===== src/rtl/svse_pkg.sv =====
// ----------------------------------------------------------------------------
// svse_pkg: shared constants for the volatility surface evaluator
// Holds fixed-point formats, pipeline depths, register codes and the
// reciprocal constants used by the exponential series.
// ----------------------------------------------------------------------------
package svse_pkg;

  // Fixed-point format of the surface values; the exponential constants use Q30.
  localparam int FRAC_BITS = 16;

  // Square-root unit: 42-bit radicand, two radicand bits per stage.
  localparam int SQ_RAD_W = 42;
  localparam int SQ_ROOT_W = SQ_RAD_W / 2;
  localparam int SQ_LAT = SQ_ROOT_W;

  // Divider: 35-bit dividend, one quotient bit per stage.
  localparam int DIV_DVD_W = 35;
  localparam int DIV_DSR_W = 21;
  localparam int DIV_LAT = DIV_DVD_W;

  // Register codes, in register-file order.
  localparam logic [2:0] REG_LONG = 3'd0;
  localparam logic [2:0] REG_SHORT = 3'd1;
  localparam logic [2:0] REG_SPEED = 3'd2;
  localparam logic [2:0] REG_SLOPE = 3'd3;
  localparam logic [2:0] REG_CURV = 3'd4;
  localparam logic [2:0] REG_SMOOTH = 3'd5;
  localparam logic [2:0] REG_FLOOR = 3'd6;

  // Register reset values.
  localparam logic [18:0] RST_LONG = 19'd13107;
  localparam logic [18:0] RST_SHORT = 19'd16384;
  localparam logic [20:0] RST_SPEED = 21'd65536;
  localparam logic signed [18:0] RST_SLOPE = -19'sd6554;
  localparam logic [18:0] RST_CURV = 19'd32768;
  localparam logic [16:0] RST_SMOOTH = 17'd6554;
  localparam logic [18:0] RST_FLOOR = 19'd655;

  // Exponential constants, Q30.
  localparam logic [30:0] LOG2E_Q30 = 31'd1549082005;
  localparam logic [29:0] LN2_Q30 = 30'd744261118;
  localparam logic [30:0] Q30_ONE = 31'h4000_0000;
  localparam int TAY_TERMS = 12;
  localparam int TAY_ST = 2 * TAY_TERMS;

  // ceil(2^34 / k): exact floor division by k for any dividend below 2^30.
  localparam int TAY_SHIFT = 34;
  localparam logic [34:0] TAY_MAGIC [1:TAY_TERMS] = '{
    35'd17179869184, 35'd8589934592, 35'd5726623062, 35'd4294967296,
    35'd3435973837,  35'd2863311531, 35'd2454267027, 35'd2147483648,
    35'd1908874354,  35'd1717986919, 35'd1561806290, 35'd1431655766
  };

  // Top of the output range.
  localparam logic [20:0] VOL_TOP = 21'd1048576;

endpackage


===== src/rtl/svse_isqrt.sv =====
// ----------------------------------------------------------------------------
// svse_isqrt: pipelined integer square root
// Restoring digit-by-digit root, two radicand bits per stage, floor result.
// ----------------------------------------------------------------------------
module svse_isqrt
  import svse_pkg::*;
(
  input  logic                 clk,
  input  logic                 en,
  input  logic [SQ_RAD_W-1:0]  rad,
  output logic [SQ_ROOT_W-1:0] root
);

  logic [SQ_ROOT_W+2:0] rem_r [SQ_LAT];
  logic [SQ_ROOT_W-1:0] q_r [SQ_LAT];
  logic [SQ_RAD_W-1:0]  rad_r [SQ_LAT];

  logic [SQ_ROOT_W+2:0] rem_nxt [SQ_LAT];
  logic [SQ_ROOT_W-1:0] q_nxt [SQ_LAT];
  logic [SQ_RAD_W-1:0]  rad_nxt [SQ_LAT];

  // One root bit per stage from the stage before it.
  always_comb begin
    logic [SQ_ROOT_W+2:0] prem;
    logic [SQ_ROOT_W-1:0] pq;
    logic [SQ_RAD_W-1:0]  prad;
    logic [SQ_ROOT_W+2:0] sh;
    logic [SQ_ROOT_W+2:0] trial;
    for (int s = 0; s < SQ_LAT; s++) begin
      if (s == 0) begin
        prem = '0;
        pq = '0;
        prad = rad;
      end else begin
        prem = rem_r[s-1];
        pq = q_r[s-1];
        prad = rad_r[s-1];
      end
      sh = {prem[SQ_ROOT_W:0], prad[SQ_RAD_W-1 -: 2]};
      trial = {1'b0, pq, 2'b01};
      if (sh >= trial) begin
        rem_nxt[s] = sh - trial;
        q_nxt[s] = {pq[SQ_ROOT_W-2:0], 1'b1};
      end else begin
        rem_nxt[s] = sh;
        q_nxt[s] = {pq[SQ_ROOT_W-2:0], 1'b0};
      end
      rad_nxt[s] = {prad[SQ_RAD_W-3:0], 2'b00};
    end
  end

  always_ff @(posedge clk) begin
    if (en) begin
      for (int s = 0; s < SQ_LAT; s++) begin
        rem_r[s] <= rem_nxt[s];
        q_r[s] <= q_nxt[s];
        rad_r[s] <= rad_nxt[s];
      end
    end
  end

  assign root = q_r[SQ_LAT-1];

endmodule


===== config.mk =====
export PLATFORM = sky130hd
export DESIGN_NAME = svse_isqrt
export DESIGN_NICKNAME = d
export VERILOG_FILES = /design/src/rtl/svse_pkg.sv /design/src/rtl/svse_isqrt.sv
export SDC_FILE = /design/constraint.sdc
export NUM_CORES = 1
export LEC_CHECK = 0
export BUFFER_PORTS_ARGS = -buffer_cell sky130_fd_sc_hd__buf_2
export CAP_MARGIN = 25
export CELL_PAD_IN_SITES_DETAIL_PLACEMENT = 1
export CELL_PAD_IN_SITES_GLOBAL_PLACEMENT = 1
export CORE_MARGIN = 2
export CORE_UTILIZATION = 55
export CTS_CLUSTER_DIAMETER = 150
export DETAILED_ROUTE_END_ITERATION = 6
export PLACE_DENSITY = 0.89
export SLEW_MARGIN = 20
export SYNTH_ARGS = -nofsm -noshare
export SYNTH_HDL_FRONTEND = slang
export SYNTH_SLANG_ARGS = --single-unit

===== constraint.sdc =====
create_clock -name clk -period 7.4 [get_ports clk]
set_clock_uncertainty 0.2 [all_clocks]
set_input_delay 1.48 -clock clk [delete_from_list [all_inputs] [get_ports clk]]
set_output_delay 1.48 -clock clk [all_outputs]
set_load 0.005 [all_outputs]

* Word-level counts from Yosys, hierarchy flattened *
Memories as Yosys holds them, arrays and structs flattened.
Cells that the tools add are included.

operators by class
  multiplexer cells = 44
  $lt $le $gt $ge = 21
  add/subtract/negate cells = 21

operators by type and width
  cell                   count
  $mux W24               21
  $ge A24 B23 Y1         20
  $sub A24 B23 Y24       20
  $mux W1                23
  $sub A2 B1 Y3 const B  1
  $ge A2 B1 Y1 const B   1

storage, ports and cells
  RAM bits = 1785
  bits in registers = 0
  memories = 3
  input bits = 44
  logic and storage cells = 89
  output and inout port bits = 21

memory list
  memory  depth  bits a word  rd ports  clocked after Yosys merged registers in  wr ports  RTL line          source
  rad_r   21     40           20        0                                        21        svse_isqrt.sv:16  logic [SQ_RAD_W-1:0] rad_r [SQ_LAT];
  rem_r   21     24           20        0                                        21        svse_isqrt.sv:14  logic [SQ_ROOT_W+2:0] rem_r [SQ_LAT];
  q_r     21     21           21        0                                        21        svse_isqrt.sv:15  logic [SQ_ROOT_W-1:0] q_r [SQ_LAT];

* Logic depth before layout (Yosys ltp) *
An unclocked memory read counts as a cell.

  depth in word-level cells = 3
  gate-level depth with buffers = 12
  depth with buffers taken out = 11

* Least setup slack after synthesis *
OpenSTA, ideal clock, no wires.

  path type = register to register
  start = memory rem_r[4][48] (netlist name)
  end = memory rem_r[4][76] (netlist name), data pin
  slack = 4.245 ns
  stages on the path, launching flop included = 10
  data arrival time = 2.695 ns
  data required time = 6.940 ns
  setup time = 0.260 ns
  path buffers = 1
  cells stage by stage = edfxtp_1 ha_1 nor2b_4 o31a_1 o31ai_1 a2111oi_0 or4_1 a211o_1 buf_6 mux2_4

RTL lines
  element             RTL line
  start: declaration  svse_isqrt.sv:14

==> impl_metrics.yaml <==
power_and_ir_drop:
  internal_power_mw: 11.6
  leakage_nw: 20.8
  power_mw: 16.2
  p_sw_mw: 4.58
  swShare_pct: 28.2
  seq_power_share_pct: 49.5
  powerDensity_nw_per_um2: 300
  ir_worst_vdd_v: 0.000263
  p_clk_share_pct: 32.2
  comb_power_share_pct: 18.3
flow_run:
  maxCapViolations: 0
global_routing:
  grt_pass1_wl_mm: 180
  gr-total-overflow: 0
  antenna_found_initial: 1
  grt.total_usage_pct: 25.3
  grt_start_max_net_pins: 206
  grt_pass1_vias: 33000
finish:
  diodes: 0
  drive_above_1_share_pct: 7.63
  area_growth_pct: 10.5
  nets: 4143
  fill_cells: 8452
critical_path:
  worst-r2r-setup-slack_ns: 3.24
  reg2reg_to: "rem_r[2][1]"
  required_ns: 7.73
  timing.reg2reg.worst_path_depth: 10
  r2r_start: "q_r[0][150]"
  critPathKind: "flop to flop"
  start_kind: "flop"
  crit_path_end_kind: "flop"
  worstPathArrival_ns: 4.49
  critPathMaxFanout: 18
detailed_routing:
  ant_nets: 0
  drc: 0
  via_per_inst: 5.97
  vias: 30400
  wl_mm: 116
  drt_pass1_iterations: 5
  detail_route.wl_per_cell_um: 22.7
  drt_iter0_drc: 2212
clock_network:
  cts_setup_buffers: 0
  path_clk_slew_ns: 0.06
  numCtsBuffers: 107
  clk_root_buffer_cell: "clkbuf_16"
  clk_latency_ns: 0.71
  clock_sinks: 1063
  htreeDepth: 3
  post_cts_resized: 0
  clockBufferDepth: 3
  cts_tree: "done"
  postCtsHoldBufs: 0
yosys:
  synthDistinctLibCells: 83
  syn_nets: 4005
  ys_ff_latch: 1063
  yosys_warnings: 0
  synthSimpleGateAreaFrac_pct: 9.62
  netlist_area_um2: 48900
  synthArstFlopShare_pct: 0
  synth.most_common_cell: "edfxtp_1"
  synthAdderAreaFrac_pct: 6.47
  synth_common_cells: "1063 x edfxtp_1, 303 x inv_1, 262 x nor2_1"
  yosysTopAreaCell: "edfxtp_1"
  avgSynthCellArea_um2: 13.2
  yosysTopAreaCellShare_pct: 65.3
  synth-edff-count: 1063
  synth_top_family_by_area: "simple AND/OR/NAND/NOR gates"
  synth-compound-area-share_pct: 9.07
  synth_area_leaders: "edfxtp_1 65%, ha_1 6.5%, xor2_1 2.9%"
  muxShareOfSynthArea_pct: 1.06
  synth-xor-area-share_pct: 5.64
  yosysSeqAreaShare_pct: 65.3
  synth_ff_type: "edfxtp_1"
  syn_inst: 3708
sta:
  finalSetupViolCount: 0
  hold_violations: 0
  rsz0062_at_grt: "no"
  tightestPinTransition_ns: 1.13
  fin_crit_ns: 4.16
  fmax_mhz: 240
  slew_headroom_pct: 24.5
  finalMaxSlewViolations: 0
  fin_setup_tns_ns: 0
  period_share_pct: 56.3
die:
  die_w_um: 302
  dieArea_um2: 91300
  io_pins: 65
  initial_core_util_pct: 55.4
  core_um2: 88200
  die_h_um: 302
  rows: 109
outcome:
  status: "completed"
min_path:
  holdPathStages: 0
  hold_end: "rad_r[1][79]"
  hp-class: "flop to flop"
  min_from: "rad_r[1][37]"
placed_design:
  dp_hpwl_mm: 78.3
  gp_congestion: 0.861
  portBuffers: 64
-- layout make-up --
type                       count  area (µm²)  area share [%]
clock buffer                 135        2800            5.19
inverter                     305        1140            2.12
timing repair buffer          83         568            1.05
multi-input combinational   2286       15600            28.9
sequential                  1063       31900            59.1
clock inverter                60         538           0.996
tap                         1165        1460            2.70
-- cell usage in the layout, fill, tap and decap left out, drive strengths merged, types with 31 or more instances in the layout --
| cell type | n |
|---|---|
| nor3 | 99 |
| o21a | 65 |
| a21oi | 232 |
| nand2 | 238 |
| nand4 | 33 |
| nor2b | 31 |
| xnor2 | 151 |
| xor2 | 164 |
| inv | 307 |
| edfxtp | 1063 |
| nor4 | 53 |
| nor2 | 263 |
| clkbuf | 136 |
| a21o | 72 |
| nand3 | 54 |
| buf | 82 |
| nand2b | 39 |
| o21ai | 170 |
| clkinv | 49 |
| ha | 253 |
| mux2 | 41 |
-- critical path, cell delays in order (launching register included) --
cell and delay (ns):
edfxtp_1 0.43, inv_1 0.07, ha_1 0.37, and3_1 0.25, and3_1 0.25, a2111oi_1 0.74
nand2_1 0.18, or3_1 0.49, nor2_2 0.57, inv_1 0.18, a21oi_1 0.26
-- cells by family after synthesis --
| family | after synthesis |
|---|---|
| AO/OA/AOI/OAI | 714 |
| XOR/XNOR | 315 |
| adder cells (fa/ha/maj) | 253 |
| buffers and inverters | 359 |
| flip-flops | 1063 |
| multiplexers | 45 |
| other | 1 |
| AND/OR/NAND/NOR | 958 |
-- layer usage --
| metal | routed length [µm] | track usage [%] | up-vias |
|---|---|---|---|
| met1 | 43000 | 27.3 | 15300 |
| met3 | 4210 | 3.84 | 341 |
| met5 | 13 | 0 | - |
| met2 | 62800 | 48.0 | 797 |
| li1 | - | - | 14000 |
| met4 | 5730 | 12.0 | 2 |
-- metrics by stage --
stage / cells / hold slack, ns / area [µm²] / worst slack (ns) / utilization (%)
after floorplan: 3708 / 0.200 / 48900 / 4.25 / -
after global placement: 4898 / 0.200 / 50600 / 3.30 / 57.4
after detailed placement: 4899 / 0.205 / 50600 / 3.48 / 57.4
after CTS: 5094 / 0.203 / 54000 / 3.37 / 61.2
after global routing: 5097 / 0.219 / 54000 / 3.08 / 61.2
final: 5097 / 0.195 / 54000 / 3.24 / 61.2
-- power groups by stage --
stage          combinational (mW)  sequential [mW]  clock (mW)
2_1_floorplan                2.09             7.90           0
5_1_grt                      3.27             8.09        5.49
3_3_place_gp                 2.66             8.07           0
3_5_place_dp                 2.87             8.13           0
6_report                     2.97             8.03        5.22
4_1_cts                      2.95             8.03        5.31
-- how the worst max path moves through the flow --
stage / start / cells after the start / endpoint
final: q_r[0][150] / 10 / rem_r[2][1]
after global routing: q_r[0][150] / 10 / rem_r[2][1]
after CTS: q_r[0][150] / 10 / rem_r[2][1]
after detailed placement: rem_r[3][0] / 8 / rem_r[3][28]
after global placement: q_r[2][1] / 10 / rem_r[4][39]
after floorplan: rem_r[4][48] / 9 / rem_r[4][76]
-- sequential cells by signal (all words and copies together) (netlist names) --
signal / cells
q_r: 231
rad_r: 420
rem_r: 412
Power figures use the tool's default switching activity.
