<file path="config.mk">
export PLATFORM = sky130hd
export DESIGN_NAME = svse_div
export DESIGN_NICKNAME = d
export VERILOG_FILES = /design/src/rtl/svse_pkg.sv /design/src/rtl/svse_div.sv
export SDC_FILE = /design/constraint.sdc
export NUM_CORES = 2
export LEC_CHECK = 0
export BUFFER_PORTS_ARGS = -buffer_cell sky130_fd_sc_hd__clkbuf_2
export CORE_MARGIN = 10
export CORE_UTILIZATION = 40
export DETAILED_ROUTE_END_ITERATION = 16
export GPL_TIMING_DRIVEN = 0
export SYNTH_ARGS = -nofsm -noshare
export SYNTH_HDL_FRONTEND = slang
export SYNTH_SLANG_ARGS = --single-unit
</file>
<file path="constraint.sdc">
create_clock -name clk -period 4.62 [get_ports clk]
set_input_delay 1.155 -clock clk [delete_from_list [all_inputs] [get_ports clk]]
set_output_delay 1.155 -clock clk [all_outputs]
set_load 0.05 [all_outputs]
</file>
<file path="src/rtl/svse_pkg.sv">
// ----------------------------------------------------------------------------
// svse_pkg: shared constants for the volatility surface evaluator
// Holds fixed-point formats, pipeline depths, register codes and the
// reciprocal constants used by the exponential series.
// ----------------------------------------------------------------------------
package svse_pkg;

  // Fixed-point format of the surface values; the exponential constants use Q30.
  localparam int FRAC_BITS = 16;

  // Square-root unit: 42-bit radicand, two radicand bits per stage.
  localparam int SQ_RAD_W = 42;
  localparam int SQ_ROOT_W = SQ_RAD_W / 2;
  localparam int SQ_LAT = SQ_ROOT_W;

  // Divider: 35-bit dividend, one quotient bit per stage.
  localparam int DIV_DVD_W = 35;
  localparam int DIV_DSR_W = 21;
  localparam int DIV_LAT = DIV_DVD_W;

  // Register codes, in register-file order.
  localparam logic [2:0] REG_LONG = 3'd0;
  localparam logic [2:0] REG_SHORT = 3'd1;
  localparam logic [2:0] REG_SPEED = 3'd2;
  localparam logic [2:0] REG_SLOPE = 3'd3;
  localparam logic [2:0] REG_CURV = 3'd4;
  localparam logic [2:0] REG_SMOOTH = 3'd5;
  localparam logic [2:0] REG_FLOOR = 3'd6;

  // Register reset values.
  localparam logic [18:0] RST_LONG = 19'd13107;
  localparam logic [18:0] RST_SHORT = 19'd16384;
  localparam logic [20:0] RST_SPEED = 21'd65536;
  localparam logic signed [18:0] RST_SLOPE = -19'sd6554;
  localparam logic [18:0] RST_CURV = 19'd32768;
  localparam logic [16:0] RST_SMOOTH = 17'd6554;
  localparam logic [18:0] RST_FLOOR = 19'd655;

  // Exponential constants, Q30.
  localparam logic [30:0] LOG2E_Q30 = 31'd1549082005;
  localparam logic [29:0] LN2_Q30 = 30'd744261118;
  localparam logic [30:0] Q30_ONE = 31'h4000_0000;
  localparam int TAY_TERMS = 12;
  localparam int TAY_ST = 2 * TAY_TERMS;

  // ceil(2^34 / k): exact floor division by k for any dividend below 2^30.
  localparam int TAY_SHIFT = 34;
  localparam logic [34:0] TAY_MAGIC [1:TAY_TERMS] = '{
    35'd17179869184, 35'd8589934592, 35'd5726623062, 35'd4294967296,
    35'd3435973837,  35'd2863311531, 35'd2454267027, 35'd2147483648,
    35'd1908874354,  35'd1717986919, 35'd1561806290, 35'd1431655766
  };

  // Top of the output range.
  localparam logic [20:0] VOL_TOP = 21'd1048576;

endpackage

</file>
<file path="src/rtl/svse_div.sv">
// ----------------------------------------------------------------------------
// svse_div: pipelined unsigned divider
// Restoring division, one quotient bit per stage, quotient truncated.
// ----------------------------------------------------------------------------
module svse_div
  import svse_pkg::*;
(
  input  logic                 clk,
  input  logic                 en,
  input  logic [DIV_DVD_W-1:0] dvd,
  input  logic [DIV_DSR_W-1:0] dsr,
  output logic [DIV_DVD_W-1:0] quo
);

  logic [DIV_DSR_W-1:0] rem_r [DIV_LAT];
  logic [DIV_DVD_W-1:0] q_r [DIV_LAT];
  logic [DIV_DVD_W-1:0] dvd_r [DIV_LAT];
  logic [DIV_DSR_W-1:0] dsr_r [DIV_LAT];

  logic [DIV_DSR_W-1:0] rem_nxt [DIV_LAT];
  logic [DIV_DVD_W-1:0] q_nxt [DIV_LAT];
  logic [DIV_DVD_W-1:0] dvd_nxt [DIV_LAT];
  logic [DIV_DSR_W-1:0] dsr_nxt [DIV_LAT];

  // Shift in one dividend bit and try a subtract in every stage.
  always_comb begin
    logic [DIV_DSR_W-1:0] prem;
    logic [DIV_DVD_W-1:0] pq;
    logic [DIV_DVD_W-1:0] pdvd;
    logic [DIV_DSR_W-1:0] pdsr;
    logic [DIV_DSR_W:0]   sh;
    for (int s = 0; s < DIV_LAT; s++) begin
      if (s == 0) begin
        prem = '0;
        pq = '0;
        pdvd = dvd;
        pdsr = dsr;
      end else begin
        prem = rem_r[s-1];
        pq = q_r[s-1];
        pdvd = dvd_r[s-1];
        pdsr = dsr_r[s-1];
      end
      sh = {prem, pdvd[DIV_DVD_W-1]};
      if (sh >= {1'b0, pdsr}) begin
        rem_nxt[s] = DIV_DSR_W'(sh - {1'b0, pdsr});
        q_nxt[s] = {pq[DIV_DVD_W-2:0], 1'b1};
      end else begin
        rem_nxt[s] = DIV_DSR_W'(sh);
        q_nxt[s] = {pq[DIV_DVD_W-2:0], 1'b0};
      end
      dvd_nxt[s] = {pdvd[DIV_DVD_W-2:0], 1'b0};
      dsr_nxt[s] = pdsr;
    end
  end

  always_ff @(posedge clk) begin
    if (en) begin
      for (int s = 0; s < DIV_LAT; s++) begin
        rem_r[s] <= rem_nxt[s];
        q_r[s] <= q_nxt[s];
        dvd_r[s] <= dvd_nxt[s];
        dsr_r[s] <= dsr_nxt[s];
      end
    end
  end

  assign quo = q_r[DIV_LAT-1];

endmodule

</file>
=== Word level (Yosys, flattened, before mapping) ===
Memory sizes are Yosys's and may differ from the RTL's.
Cells that the tools add are included.

* Bits in registers: 0
* Latch bits: 0
* Memory bits (writable): 3885
* ROM bits: 0
* Bits of input ports: 58
* Output and inout port bits: 35
* Word-level logic and storage cells: 146
* Memories kept: 4

* $add $sub $neg: 35
* Multiply operators: 0
* Div/mod/pow operators: 0
* Magnitude comparators: 35
* Eq/ne operators: 0
* Shift operators: 0
* Mux-type cells: 72
* Bitwise gates (word level): 0
* Reduce and logical (&&, ||, !) cells: 0

{| class="wikitable"
|+ Memories
! name !! words !! bits a word !! read ports !! clocked after memory_dff !! wr ports !! line !! source
|-
| q_r || 35 || 35 || 35 || 0 || 35 || svse_div.sv:16 || <nowiki>logic [DIV_DVD_W-1:0] q_r [DIV_LAT];</nowiki>
|-
| dvd_r || 35 || 34 || 34 || 0 || 35 || svse_div.sv:17 || <nowiki>logic [DIV_DVD_W-1:0] dvd_r [DIV_LAT];</nowiki>
|-
| dsr_r || 35 || 21 || 34 || 0 || 35 || svse_div.sv:18 || <nowiki>logic [DIV_DSR_W-1:0] dsr_r [DIV_LAT];</nowiki>
|-
| rem_r || 35 || 21 || 34 || 0 || 35 || svse_div.sv:15 || <nowiki>logic [DIV_DSR_W-1:0] rem_r [DIV_LAT];</nowiki>
|}

{| class="wikitable"
|+ Operators with widths
! kind !! number
|-
| 22-bit by 21-bit >= comparator with 1-bit output || 34
|-
| 21-bit 2-to-1 mux || 35
|-
| 21-bit subtractor || 34
|-
| 1-bit 2-to-1 mux || 37
|-
| 1-bit by 21-bit >= comparator with 1-bit output || 1
|-
| 1-bit by 21-bit subtractor with 21-bit output || 1
|}

=== Logic depth before layout (Yosys ltp) ===
An unclocked memory read counts as a cell.

* Depth in word-level cells: 3
* Gate-level depth with buffers: 15
* Depth with buffers taken out: 13

=== Worst setup path before layout ===
Ideal clock, no wire load.

* Path type: register to register
* Start: memory dvd_r[6][33] in the netlist's numbering
* End: memory rem_r[7][10] (data pin)
* Library setup time: 262 ps
* Arrival: 3201 ps
* Data required time: 4358 ps
* Path slack: 1157 ps
* Stages on the path, launching flop included: 16
* Path buffers: 2
* Period minus slack after synthesis: 3463 ps
* Cell sequence: edfxtp_1 inv_1 ha_1 inv_1 fa_1 a21o_1 a21oi_2 o21ai_1 a211o_1 a211o_1 and2_1 o2111ai_2 and2_1 buf_2 buf_4 mux2_1

{| class="wikitable"
|+ RTL lines
! item !! line
|-
| start: declaration || svse_div.sv:17
|-
| end: declaration || svse_div.sv:15
|}

==> metrics.txt <==
mean routed wirelength per cell 18.11 µm; clock latency on the worst-skew pair 0.91 ns; # fillers 26.88k; Hold Buf Count CTS 0; total wire length 250700 µm; die area 328200 µm²; Placed Area 128500 µm²; leakage 53.65 nW; internal power 0.06268 W; initial antenna violation count 4; FFs w/ async S/R, synth 0; Pwr Density 685.0 nW/µm²; vias per cell 5.154; Most used DFF post-synth edfxtp_1; Num CTS Buffers 307; synth warn 0; Final Cell Area 138800 µm²; sequential power share 0.379; crit path max fanout 10; Final Max Tran Viols 0; actual slew at the worst max-slew pin 1.279 ns; Cell Area, Synth 122300 µm²; Worst setup SP type flop; syn_area_per_cell 13.45 µm²; Detail Placement HPWL 179200 µm; Final Instance Count excl. Fillers 13.85k; number of I/O pins 93; DRC 0; Mapped Nets 9895; input/output buffers 92; TritonCTS clock tree yes; min-delay worst type flop to flop; critical path class flop to flop; DRT Pass-1 Iters 6; Starting DRT DRC Count 5224; GP Congestion 0.8981; sw frac 0.3408; Post CTS Setup Buffer Count 0; maximum number of pins on one net before global-route repair 126; top-count cell post-synth edfxtp_1; clk_skew 0.05512 ns; sequential element share of the synthesized area 0.6516; chip height 572.8 µm; placed insts 13.28k; largest family of logic cells by synthesized area compound AO/OA/AOI/OAI gates; Post-Synth XOR/XNOR Area 0.04041; register bit total from synthesis 2653; EDFF count, synth 2653; final hold vios 0; top cells by area, synth edfxtp_1, ha_1, a21oi_1; grt ovf 0; first-pass GRT wire length 393200 µm; nets@finish 10.32k; Max IR drop VDD 0.3221 mV; Rel. slew slack 0.1423; layout cell share with drive strength beyond 1 0.08859; cell taking the most area after synthesis edfxtp_1; GRT Total Usage 0.1459; Clock transition at path regs 0.06 ns; CTS Buffer Depth 4; max-cap violations 0; Final ANT Viol Nets 0; clock power share 0.257; fin crit period 4.441 ns; post-synthesis adder-cell area fraction 0.07868; f_max 0.2252 GHz; H-tree lvl count 5; Required @ worst endpoint 5.24 ns; simple-gate area share of the yosys netlist 0.06545; utilization after layout 0.4573; number of distinct library cells after synthesis 98; Final Total Pwr 0.09509 W; Compound-Gate Fraction of Synth Area 0.1086; register area 79670 µm²; r2r setup slk 0.18 ns; Layout area overhead 13.54%; clk root buf clkbuf_16; area occupied by multi-input gates 38630 µm²; Logic pwr share 0.363; hold slack 0.3960 ns; # rows 202; Finish-stage setup viols 0; multiplexer area fraction after synthesis 0.02280; WP data arrival 5.06 ns; top-area cell type share of the netlist area 0.6516; Post-Syn Instances 9088; Critical Path End Type flop; unrepaired setup endpoints after global routing false; commonest cells in the netlist edfxtp_1, inv_1, ha_1; core footprint 303500 µm²; DIE WIDTH 572.8 µm; initial core utilization 0.4028; vias in the first global route 70.78k; Sink Count 2653; period utilisation layout 0.9612; status finished, final reports clean; NetSw 0.03241 W; vias post-DR 71.37k
## flip-flops by register name, summed over array words and instances (netlist names)
name	cells
dvd_r	595
rem_r	714
dsr_r	714
q_r	630
## area by class of cell
| type | instances | area share |
|---|---|---|
| multi-input combinational | 5395 | 0.2783 |
| antenna | 2 | 0.00003605 |
| timing repair buffer | 118 | 0.008563 |
| tap | 4080 | 0.03678 |
| inverter | 896 | 0.02423 |
| buffer | 144 | 0.004327 |
| sequential | 2653 | 0.5739 |
| clock buffer | 374 | 0.05792 |
| clock inverter | 184 | 0.01593 |
## layout by cell type (no fill, tap or decap), types with 47 or more instances in the layout
master and n:
o31ai_1 53, a211oi_1 49, a21o_1 328, a31oi_1 72, o21ai_1 47, nand2_1 479
nand3_1 128, o21a_1 72, xor2_1 206, nand2b_1 77, nor3_1 109, nor2b_1 89
o21bai_1 78, clkbuf_2 91, clkbuf_1 170, clkinv_1 50, nand4_1 91, nor2_1 517
a21oi_1 681, edfxtp_1 2653, o21ai_0 477, ha_1 716, mux2_2 189, inv_1 895
clkbuf_16 313, clkinv_2 51, xnor2_1 358
## cells by family (layout without fill, tap and decap cells)
| kind of cell | Yosys count | after routing |
|---|---|---|
| flip-flops | 2653 | 2653 |
| AO/OA/AOI/OAI | 2123 | 2123 |
| AND/OR/NAND/NOR | 1710 | 1710 |
| buffers and inverters | 1040 | 1716 |
| adder cells (fa/ha/maj) | 749 | 749 |
| XOR/XNOR | 564 | 564 |
| multiplexers | 249 | 249 |
| other | 0 | 2 |
## critical path: stages (launching register included)
cell and delay, ns:
edfxtp_1 0.37, inv_1 0.09, ha_1 0.17, inv_1 0.05, fa_1 0.40, a21o_1 0.20, a21oi_1 0.22, o21bai_1 0.10
a21oi_1 0.40, o31a_1 0.31, a21oi_1 0.10, o21a_1 0.17, nor3_1 0.75, buf_2 0.45, mux2_2 0.40
## power by group through the flow
stage / Combinational, W / Sequential, W / Clock, W
floorplan: 0.0258 / 0.0353 / 0
global placement: 0.0329 / 0.0385 / 0
detailed placement: 0.0341 / 0.0366 / 0
CTS: 0.0344 / 0.0362 / 0.0254
global route: 0.0385 / 0.0366 / 0.0264
finish: 0.0346 / 0.0361 / 0.0244
## timing repair
action | 4_1_cts | 5_1_grt
pin swaps | 0 | 0
gates cloned | 1 | 1
endpoints found under the setup margin | 123 | 121
resized for setup | 1 | 2
## metrics by stage
step / setup slack (ns) / TNS (ns)
2_1_floorplan: 1.157 / 0
3_3_place_gp: -44.07 / -
3_5_place_dp: -1.126 / -248.16
4_1_cts: 0.06386 / 0
5_1_grt: 0.003923 / 0
6_report: 0.1791 / 0
## path summary, 6_finish.rpt
check,cells after the start,endpoint,startpoint
max,14,rem_r[12][12],dvd_r[11][33]
min,0,q_r[27][11],q_r[26][10]
max reg2reg,14,rem_r[12][12],dvd_r[11][33]
min reg2reg,0,q_r[27][11],q_r[26][10]
## layer usage
layer  up-vias  wire [µm]  share of wire  GRT usage
li1      34666          -              -          -
met1     34609     112700           0.45     0.1963
met3       495      11610          0.046    0.02315
met4         0       8097          0.032    0.04613
met2      1599     118300           0.47     0.2427
met5         -          0              0          0
Power figures use the tool's default switching activity.
